==> src/rtl/lpg_pkg.sv <==
package lpg_pkg;

  localparam int WORD_W    = 31;
  localparam int POIS_W    = 4;
  localparam int POIS_MAX  = 15;
  localparam int MAX_COUNT = 11;
  localparam int TBL_LEN   = 16;
  localparam int TBL_IW    = $clog2(TBL_LEN);
  localparam int K_W       = $clog2(MAX_COUNT);
  localparam int CNT_W     = $clog2(MAX_COUNT + 1);
  localparam int CFG_IDX_W = 1;
  localparam int DIV_CNT_W = $clog2(WORD_W);
  localparam int THR_W     = 32;
  localparam int PROD_W    = 64;
  localparam int PART_W    = 2 * WORD_W;

  localparam logic [CFG_IDX_W-1:0] CFG_MULTIPLIER = 1'b0;
  localparam logic [CFG_IDX_W-1:0] CFG_MODULUS    = 1'b1;

  localparam logic OP_DRAW   = 1'b0;
  localparam logic OP_RESEED = 1'b1;

  localparam logic [WORD_W-1:0] MULT_RST = WORD_W'(16807);
  localparam logic [WORD_W-1:0] MOD_RST  = WORD_W'(2147483647);
  localparam logic [WORD_W-1:0] Z_RST    = WORD_W'(1);

  // Poisson(1) cumulative probabilities, unsigned Q0.32
  localparam logic [THR_W-1:0] CDF_Q32 [TBL_LEN] = '{
    32'd1580030168, 32'd3160060337, 32'd3950075421, 32'd4213413783,
    32'd4279248373, 32'd4292415291, 32'd4294609777, 32'd4294923276,
    32'd4294962463, 32'd4294966817, 32'd4294967252, 32'd4294967292,
    32'd4294967295, 32'd4294967295, 32'd4294967295, 32'd4294967295
  };

  typedef struct packed {
    logic              start;
    logic [WORD_W-1:0] dividend;
    logic [WORD_W-1:0] divisor;
  } div_req_t;

  typedef struct packed {
    logic              busy;
    logic              done;
    logic [WORD_W-1:0] quo;
    logic [WORD_W-1:0] rem;
  } div_rsp_t;

  typedef enum logic [7:0] {
    ST_IDLE    = 8'b0000_0001,
    ST_QR_DIV  = 8'b0000_0010,
    ST_Z_DIV   = 8'b0000_0100,
    ST_MUL_A   = 8'b0000_1000,
    ST_MUL_R   = 8'b0001_0000,
    ST_FIX     = 8'b0010_0000,
    ST_CDF_MUL = 8'b0100_0000,
    ST_CDF_CMP = 8'b1000_0000
  } state_t;

endpackage

==> src/rtl/lehmer_poisson_generator_top.sv <==
// Channel | Direction | Handshake            | Word
// in      | input     | in_valid / in_ready  | in_opcode, in_seed
// out     | output    | out_valid / out_ready| out_uniform_word, out_poisson_count
// cfg     | input     | cfg_we               | cfg_index, cfg_wdata
//
// A draw divides z by q on the bit-serial divider, forms the two partial products and
// the fold, then runs eleven threshold tests on the single 32x32 multiplier and goes
// back to idle. The first draw after reset or a register write first divides m by a.
// A reseed, or a draw with a degenerate register set, runs only the threshold tests.
// One word at a time; in_ready is low meanwhile. The last test stalls while the output
// register still holds an unaccepted word; a finished word waits there while the next
// is taken.
// Reset is synchronous, active low; state, configuration, seed and output valid reset.
module lehmer_poisson_generator_top (
  input  logic                             clk,
  input  logic                             rst_n,
  input  logic                             in_valid,
  output logic                             in_ready,
  input  logic                             in_opcode,
  input  logic [lpg_pkg::WORD_W-1:0]       in_seed,
  output logic                             out_valid,
  input  logic                             out_ready,
  output logic [lpg_pkg::WORD_W-1:0]       out_uniform_word,
  output logic [lpg_pkg::POIS_W-1:0]       out_poisson_count,
  input  logic                             cfg_we,
  input  logic [lpg_pkg::CFG_IDX_W-1:0]    cfg_index,
  input  logic [lpg_pkg::WORD_W-1:0]       cfg_wdata
);
  import lpg_pkg::*;

  state_t              state_r, state_nxt;
  logic [WORD_W-1:0]   mult_r, mult_nxt;
  logic [WORD_W-1:0]   mod_r, mod_nxt;
  logic                dirty_r, dirty_nxt;
  logic [WORD_W-1:0]   q_r, q_nxt;
  logic [WORD_W-1:0]   rr_r, rr_nxt;
  logic [WORD_W-1:0]   z_r, z_nxt;
  logic [WORD_W-1:0]   lo_r, lo_nxt;
  logic [WORD_W-1:0]   hi_r, hi_nxt;
  logic [PART_W-1:0]   pa_r, pa_nxt;
  logic [PROD_W-1:0]   prod_r, prod_nxt;
  logic [K_W-1:0]      k_r, k_nxt;
  logic [CNT_W-1:0]    cnt_r, cnt_nxt;
  logic                out_valid_r, out_valid_nxt;
  logic [WORD_W-1:0]   out_word_r, out_word_nxt;
  logic [POIS_W-1:0]   out_cnt_r, out_cnt_nxt;

  div_req_t            div_req;
  div_rsp_t            div_rsp;
  logic [THR_W-1:0]    mul_a, mul_b;
  logic                degen;
  logic                borrow;
  logic [PART_W-1:0]   pb;
  logic [PROD_W-1:0]   lhs;
  logic                last_k;
  logic                out_free;

  lpg_div u_div (
    .clk  (clk),
    .rst_n(rst_n),
    .req  (div_req),
    .rsp  (div_rsp)
  );

  assign degen    = (mult_r == '0) || (mod_r == '0) || (mult_r > mod_r);
  assign pb       = prod_r[PART_W-1:0];
  assign borrow   = pa_r < pb;
  assign lhs      = {1'b0, z_r, 32'd0};
  assign last_k   = k_r == K_W'(MAX_COUNT - 1);
  assign out_free = !out_valid_r || out_ready;

  always_comb begin
    mul_a = '0;
    mul_b = '0;
    unique case (state_r)
      ST_MUL_A: begin
        mul_a = THR_W'(mult_r);
        mul_b = THR_W'(lo_r);
      end
      ST_MUL_R: begin
        mul_a = THR_W'(rr_r);
        mul_b = THR_W'(hi_r);
      end
      // threshold product held steady while the compare waits
      ST_CDF_MUL, ST_CDF_CMP: begin
        mul_a = CDF_Q32[TBL_IW'(k_r)];
        mul_b = THR_W'(mod_r);
      end
      default: begin
        mul_a = '0;
        mul_b = '0;
      end
    endcase
  end

  assign prod_nxt = PROD_W'(mul_a) * PROD_W'(mul_b);

  always_comb begin
    state_nxt        = state_r;
    mult_nxt         = mult_r;
    mod_nxt          = mod_r;
    dirty_nxt        = dirty_r;
    q_nxt            = q_r;
    rr_nxt           = rr_r;
    z_nxt            = z_r;
    lo_nxt           = lo_r;
    hi_nxt           = hi_r;
    pa_nxt           = pa_r;
    k_nxt            = k_r;
    cnt_nxt          = cnt_r;
    out_valid_nxt    = out_valid_r && !out_ready;
    out_word_nxt     = out_word_r;
    out_cnt_nxt      = out_cnt_r;
    div_req.start    = 1'b0;
    div_req.dividend = z_r;
    div_req.divisor  = q_r;

    if (cfg_we) begin
      dirty_nxt = 1'b1;
      unique case (cfg_index)
        CFG_MULTIPLIER: mult_nxt = cfg_wdata;
        CFG_MODULUS:    mod_nxt  = cfg_wdata;
        default:        ;
      endcase
    end

    unique case (state_r)
      ST_IDLE: begin
        if (in_valid) begin
          k_nxt   = '0;
          cnt_nxt = '0;
          if (in_opcode == OP_RESEED) begin
            z_nxt     = in_seed;
            state_nxt = ST_CDF_MUL;
          end else if (degen) begin
            state_nxt = ST_CDF_MUL;
          end else if (dirty_r) begin
            div_req.start    = 1'b1;
            div_req.dividend = mod_r;
            div_req.divisor  = mult_r;
            state_nxt        = ST_QR_DIV;
          end else begin
            div_req.start = 1'b1;
            state_nxt     = ST_Z_DIV;
          end
        end
      end
      ST_QR_DIV: begin
        if (div_rsp.done) begin
          q_nxt           = div_rsp.quo;
          rr_nxt          = div_rsp.rem;
          dirty_nxt       = cfg_we;
          div_req.start   = 1'b1;
          div_req.divisor = div_rsp.quo;
          state_nxt       = ST_Z_DIV;
        end
      end
      ST_Z_DIV: begin
        if (div_rsp.done) begin
          hi_nxt    = div_rsp.quo;
          lo_nxt    = div_rsp.rem;
          state_nxt = ST_MUL_A;
        end
      end
      ST_MUL_A: begin
        state_nxt = ST_MUL_R;
      end
      ST_MUL_R: begin
        pa_nxt    = prod_r[PART_W-1:0];
        state_nxt = ST_FIX;
      end
      ST_FIX: begin
        z_nxt     = WORD_W'(pa_r - pb) + (borrow ? mod_r : '0);
        state_nxt = ST_CDF_MUL;
      end
      ST_CDF_MUL: begin
        state_nxt = ST_CDF_CMP;
      end
      ST_CDF_CMP: begin
        if (last_k) begin
          if (out_free) begin
            out_valid_nxt = 1'b1;
            out_word_nxt  = z_r;
            if (lhs >= prod_r) begin
              out_cnt_nxt = (32'(cnt_r) + 32'd1 > 32'(POIS_MAX)) ?
                            POIS_W'(POIS_MAX) : POIS_W'(32'(cnt_r) + 32'd1);
            end else begin
              out_cnt_nxt = (32'(cnt_r) > 32'(POIS_MAX)) ?
                            POIS_W'(POIS_MAX) : POIS_W'(cnt_r);
            end
            state_nxt = ST_IDLE;
          end
        end else begin
          if (lhs >= prod_r) begin
            cnt_nxt = cnt_r + 1'b1;
          end
          k_nxt     = k_r + 1'b1;
          state_nxt = ST_CDF_MUL;
        end
      end
      default: state_nxt = ST_IDLE;
    endcase
  end

  always_ff @(posedge clk) begin
    if (!rst_n) begin
      state_r     <= ST_IDLE;
      mult_r      <= MULT_RST;
      mod_r       <= MOD_RST;
      dirty_r     <= 1'b1;
      z_r         <= Z_RST;
      out_valid_r <= 1'b0;
    end else begin
      state_r     <= state_nxt;
      mult_r      <= mult_nxt;
      mod_r       <= mod_nxt;
      dirty_r     <= dirty_nxt;
      z_r         <= z_nxt;
      out_valid_r <= out_valid_nxt;
    end
    q_r        <= q_nxt;
    rr_r       <= rr_nxt;
    lo_r       <= lo_nxt;
    hi_r       <= hi_nxt;
    pa_r       <= pa_nxt;
    prod_r     <= prod_nxt;
    k_r        <= k_nxt;
    cnt_r      <= cnt_nxt;
    out_word_r <= out_word_nxt;
    out_cnt_r  <= out_cnt_nxt;
  end

  assign in_ready          = state_r == ST_IDLE;
  assign out_valid         = out_valid_r;
  assign out_uniform_word  = out_word_r;
  assign out_poisson_count = out_cnt_r;

  a_count_range: assert property (@(posedge clk) disable iff (!rst_n)
    out_valid_r |-> (32'(out_cnt_r) <= MAX_COUNT))
    else $error("poisson count above maximum");

  a_div_idle_start: assert property (@(posedge clk) disable iff (!rst_n)
    div_req.start |-> !div_rsp.busy)
    else $error("divider started while busy");

  a_qr_fresh: assert property (@(posedge clk) disable iff (!rst_n)
    (state_r == ST_Z_DIV) && $past(state_r == ST_Z_DIV) |-> !$past(degen))
    else $error("draw divide with degenerate configuration");

  a_idle_div_quiet: assert property (@(posedge clk) disable iff (!rst_n)
    (state_r == ST_MUL_A) |-> !div_rsp.busy)
    else $error("divider still running after quotient taken");

endmodule

==> src/rtl/lpg_div.sv <==
module lpg_div (
  input  logic              clk,
  input  logic              rst_n,
  input  lpg_pkg::div_req_t req,
  output lpg_pkg::div_rsp_t rsp
);
  import lpg_pkg::*;

  logic                 busy_r, busy_nxt;
  logic                 done_r, done_nxt;
  logic [WORD_W-1:0]    rem_r, rem_nxt;
  logic [WORD_W-1:0]    quo_r, quo_nxt;
  logic [WORD_W-1:0]    dsr_r, dsr_nxt;
  logic [DIV_CNT_W-1:0] cnt_r, cnt_nxt;
  logic [WORD_W:0]      shifted;
  logic [WORD_W:0]      diff;
  logic                 ge;

  // restoring divide, one quotient bit per cycle
  always_comb begin
    shifted  = {rem_r, quo_r[WORD_W-1]};
    ge       = shifted >= {1'b0, dsr_r};
    diff     = shifted - {1'b0, dsr_r};
    busy_nxt = busy_r;
    done_nxt = 1'b0;
    rem_nxt  = rem_r;
    quo_nxt  = quo_r;
    dsr_nxt  = dsr_r;
    cnt_nxt  = cnt_r;
    if (req.start) begin
      busy_nxt = 1'b1;
      rem_nxt  = '0;
      quo_nxt  = req.dividend;
      dsr_nxt  = req.divisor;
      cnt_nxt  = DIV_CNT_W'(WORD_W - 1);
    end else if (busy_r) begin
      rem_nxt = ge ? diff[WORD_W-1:0] : shifted[WORD_W-1:0];
      quo_nxt = {quo_r[WORD_W-2:0], ge};
      cnt_nxt = cnt_r - 1'b1;
      if (cnt_r == '0) begin
        busy_nxt = 1'b0;
        done_nxt = 1'b1;
      end
    end
  end

  always_ff @(posedge clk) begin
    if (!rst_n) begin
      busy_r <= 1'b0;
      done_r <= 1'b0;
    end else begin
      busy_r <= busy_nxt;
      done_r <= done_nxt;
    end
    rem_r <= rem_nxt;
    quo_r <= quo_nxt;
    dsr_r <= dsr_nxt;
    cnt_r <= cnt_nxt;
  end

  assign rsp.busy = busy_r;
  assign rsp.done = done_r;
  assign rsp.quo  = quo_r;
  assign rsp.rem  = rem_r;

endmodule

==> config.mk <==
export PLATFORM = sky130hd
export DESIGN_NAME = lehmer_poisson_generator_top
export DESIGN_NICKNAME = d
export VERILOG_FILES = /design/src/rtl/lpg_pkg.sv /design/src/rtl/lehmer_poisson_generator_top.sv /design/src/rtl/lpg_div.sv
export SDC_FILE = /design/constraint.sdc
export NUM_CORES = 2
export LEC_CHECK = 0
export BUFFER_PORTS_ARGS = -buffer_cell sky130_fd_sc_hd__buf_2
export CAP_MARGIN = 25
export CORE_MARGIN = 3
export CORE_UTILIZATION = 30
export CTS_CLUSTER_SIZE = 28
export DETAILED_ROUTE_END_ITERATION = 8
export PLACE_DENSITY = 0.49
export SLEW_MARGIN = 20
export SYNTH_ARGS = -nofsm -noshare
export SYNTH_HDL_FRONTEND = slang
export SYNTH_SLANG_ARGS = --single-unit
==> constraint.sdc <==
create_clock -name clk -period 16.5 [get_ports clk]
set_input_delay 0.825 -clock clk [delete_from_list [all_inputs] [get_ports clk]]
set_output_delay 0.825 -clock clk [all_outputs]
set_load 0.02 [all_outputs]
==> flow_summary.toml <==
[min_path]
min_path_cells = 0
hp-class = "register to register"
min_to = "pa_r[41]"
min-delay-start = "prod_r[41]"

[logic_synthesis]
synthTopCellsByArea = "fa_1, edfxtp_1, ha_1"
synth_area_mm2 = 0.0575
ys_seq_area_share_pct = 22.3
synthDominantCellAreaShare_pct = 31.3
synth_flop_cell = "edfxtp_1"
synth_edf_count = 291
synth_cell_type_count = 86
synth.avg_cell_area_um2 = 9.24
syn_nets = 7652
yosysWarnings = 0
synthCells = 6226
synth-seq-cells = 496
synthArstFlopShare_pct = 0
yosys.area.top_type = "fa_1"

[critical_path]
critPathMostFrequentCell = "fa_1"
start_kind = "register"
cpPeakStageDelay_ns = 0.96
crit_fanout = 61
r2r-end = "prod_r[62]"
worstSetupPathType = "register to register"
slowest_stage = "a221o_1"
rrSetupSlack_ns = 5.17
cp.arrival_ns = 11.90
regToRegStartpoint = "state_r[5]"
required_ns = 17.07
crit_path_end_kind = "register"
worstRegToRegCells = 31

[outcome]
outcome = "completed"

[floorplanning]
die_area_mm2 = 0.197
die_height_um = 444
die_w_um = 444
start_util_pct = 30.2
placementRows = 160
io_pins = 106
design.core.area_mm2 = 0.190

[power_and_ir_drop]
power.leakage_nw = 29.1
powerDensity_mw_per_mm2 = 67.7
ir_worst_vdd_v = 0.000104

[cells_and_area]
stdcell_area_mm2 = 0.0633
fin_cells = 8783
synthToLayoutAreaGrowth_pct = 10.2
fin_util_pct = 33.3
fillers = 19800
finalNetCount = 7644
drive_above_1_share_pct = 7.25

[detailed_routing]
vias_per_cell = 5.16
dr.pass1.iters = 7
routed_wl_um = 221000
vias = 45300
wl_per_cell_um = 25.1
antenna_left = 0
drt_iter0_markers = 4063
remaining_drc_errors = 0

[clock_tree]
cts.sinks = 496
cts-buffers-inserted = 57
cts_resized = 0
htreeDepth = 2
ctsHoldBuffers = 0
path_clk_slew_ns = 0.07
cts_buffer_depth = 3
post_cts_buffers = 0
clk_latency_ns = 0.64
cts_tree = "done"
cts-root-buf = "clkbuf_16"

[placement]
gp_congestion = 0.958
port_buffers = 105
numPlacedInstances = 8668
place_hpwl_um = 170000
place_ws_ns = 5.36
placed_area_mm2 = 0.0612

[timing]
maxSlewHeadroom_pct = 26.0
max_freq_mhz = 88.2
layout_setup_ws_ns = 5.17
maxSlewViolCount = 0
period_share_pct = 68.7
final.min_clock_period_ns = 11.33
rsz0062_at_grt = "no"
setup_viol = 0
tns_ns = 0
hold_viol = 0
tightest_slew_ns = 1.11
finalClockSkew_ns = 0.0354

[grt]
grt_max_degree = 73
grt_pass1_vias = 46100
antenna_found_initial = 5
grt-ovfl-total = 0
grt_first_pass_wirelength_um = 321000
grt.total_usage_pct = 22.2

[job]
drv_cap = 0
[sequential cells by signal, summed over array words and instances (netlist names), 4 cells and up]
| name | count |
|---|---|
| u_div.quo_r | 31 |
| mult_r | 31 |
| hi_r | 31 |
| prod_r | 64 |
| out_poisson_count | 4 |
| mod_r | 31 |
| u_div.dsr_r | 31 |
| out_uniform_word | 31 |
| k_r | 4 |
| lo_r | 31 |
| q_r | 31 |
| pa_r | 62 |
| state_r | 8 |
| u_div.rem_r | 31 |
| cnt_r | 4 |
| z_r | 31 |
| u_div.cnt_r | 5 |
| rr_r | 31 |
[per-layer routing]
layer  wire length [µm]  part of all wire, %  track usage (%)
met1              93600                   42             30.1
met2             100000                   45             35.2
met3              16900                  7.6             3.96
met4              10300                  4.7             8.71
met5                  0                    0                0
[worst max-delay path: cells and delay by family, from the launching register on]
family	cells	cell delay, ns
adder cells (fa/ha/maj)	9	4.51
AO/OA/AOI/OAI	10	3.54
buffers and inverters	7	1.62
AND/OR/NAND/NOR	4	0.95
flip-flops	1	0.35
XOR/XNOR	1	0.16
[Yosys cell counts (all sizes together), types with 9 or more instances]
library cell and count:
mux2 40, or2 11, nor2 625, o21bai 12, ha 459, or3 9, a22oi 62, inv 1116
and3 29, nor3b 9, o211ai 51, o31ai 12, clkbuf 232, a221o 28, a31oi 23, nand2 992
a221oi 36, nand2b 28, a21boi 37, o211a 9, xnor2 63, nor4 23, o21a 23, xor2 49
dfxtp 205, fa 898, a21oi 208, a211oi 38, a21o 82, and2 32, o21ai 122, nand3 68
a211o 11, edfxtp 291, buf 65, nand4 41, nor2b 28, mux2i 44, nor3 38
[cells in the final DEF, fill, tap and decap left out, types with 81 or more instances in the layout]
master	netlist	layout
a21o_1	81	81
a21oi_1	204	199
buf_2	57	104
buf_4	1	120
dfxtp_1	205	204
edfxtp_1	291	291
fa_1	898	898
ha_1	459	459
inv_1	1116	1115
nand2_1	992	991
nor2_1	625	623
o21ai_0	115	115
[area by class of cell]
type | count | area, µm² | area share (%)
diodes | 7 | 17.5 | 0.0277
inverters | 1116 | 4190 | 6.61
repair buffers | 230 | 1530 | 2.42
flip-flops and latches | 496 | 12800 | 20.3
well taps | 2511 | 3140 | 4.96
clock inverters | 33 | 480 | 0.758
multi-input cells | 4317 | 39600 | 62.5
clock buffers | 73 | 1580 | 2.49
[per-stage QoR]
stage / power, mW / hold slack [ns]
finish: 4.29 / 0.425
global route: 4.47 / 0.435
CTS: 4.28 / 0.402
detailed placement: 2.87 / 0.416
global placement: 2.86 / 0.413
floorplan: 2.34 / 0.408
[kinds of logic after synthesis]
logic type,Yosys count,share of synthesized area [%]
buffers and inverters,1413,9.36
muxes,84,1.55
DFF,496,22.3
AOI/OAI and AO/OA,811,9.68
xor gates and xnor gates,112,1.71
and+or+nand+nor,1953,14.1
adders and majority gates,1357,41.3
[worst max path at each step]
stage	slack [ns]	depth (start not counted)	endpoint	from
floorplan	6.96	32	prod_r[62]	state_r[0]
global placement	5.37	31	prod_r[62]	state_r[1]
detailed placement	5.36	33	prod_r[62]	state_r[0]
CTS	5.36	33	prod_r[62]	state_r[5]
global route	4.72	31	prod_r[62]	state_r[5]
finish	5.17	31	prod_r[62]	state_r[5]
[power by group]
group          internal (mW)  switching [mW]  leakage (nW)
registers               1.46           0.235          4.33
clock network          0.848           0.561          1.00
logic                  0.410           0.776          23.7
total                   2.72            1.57          29.1
Note: power is estimated with default switching activity, not from simulation.
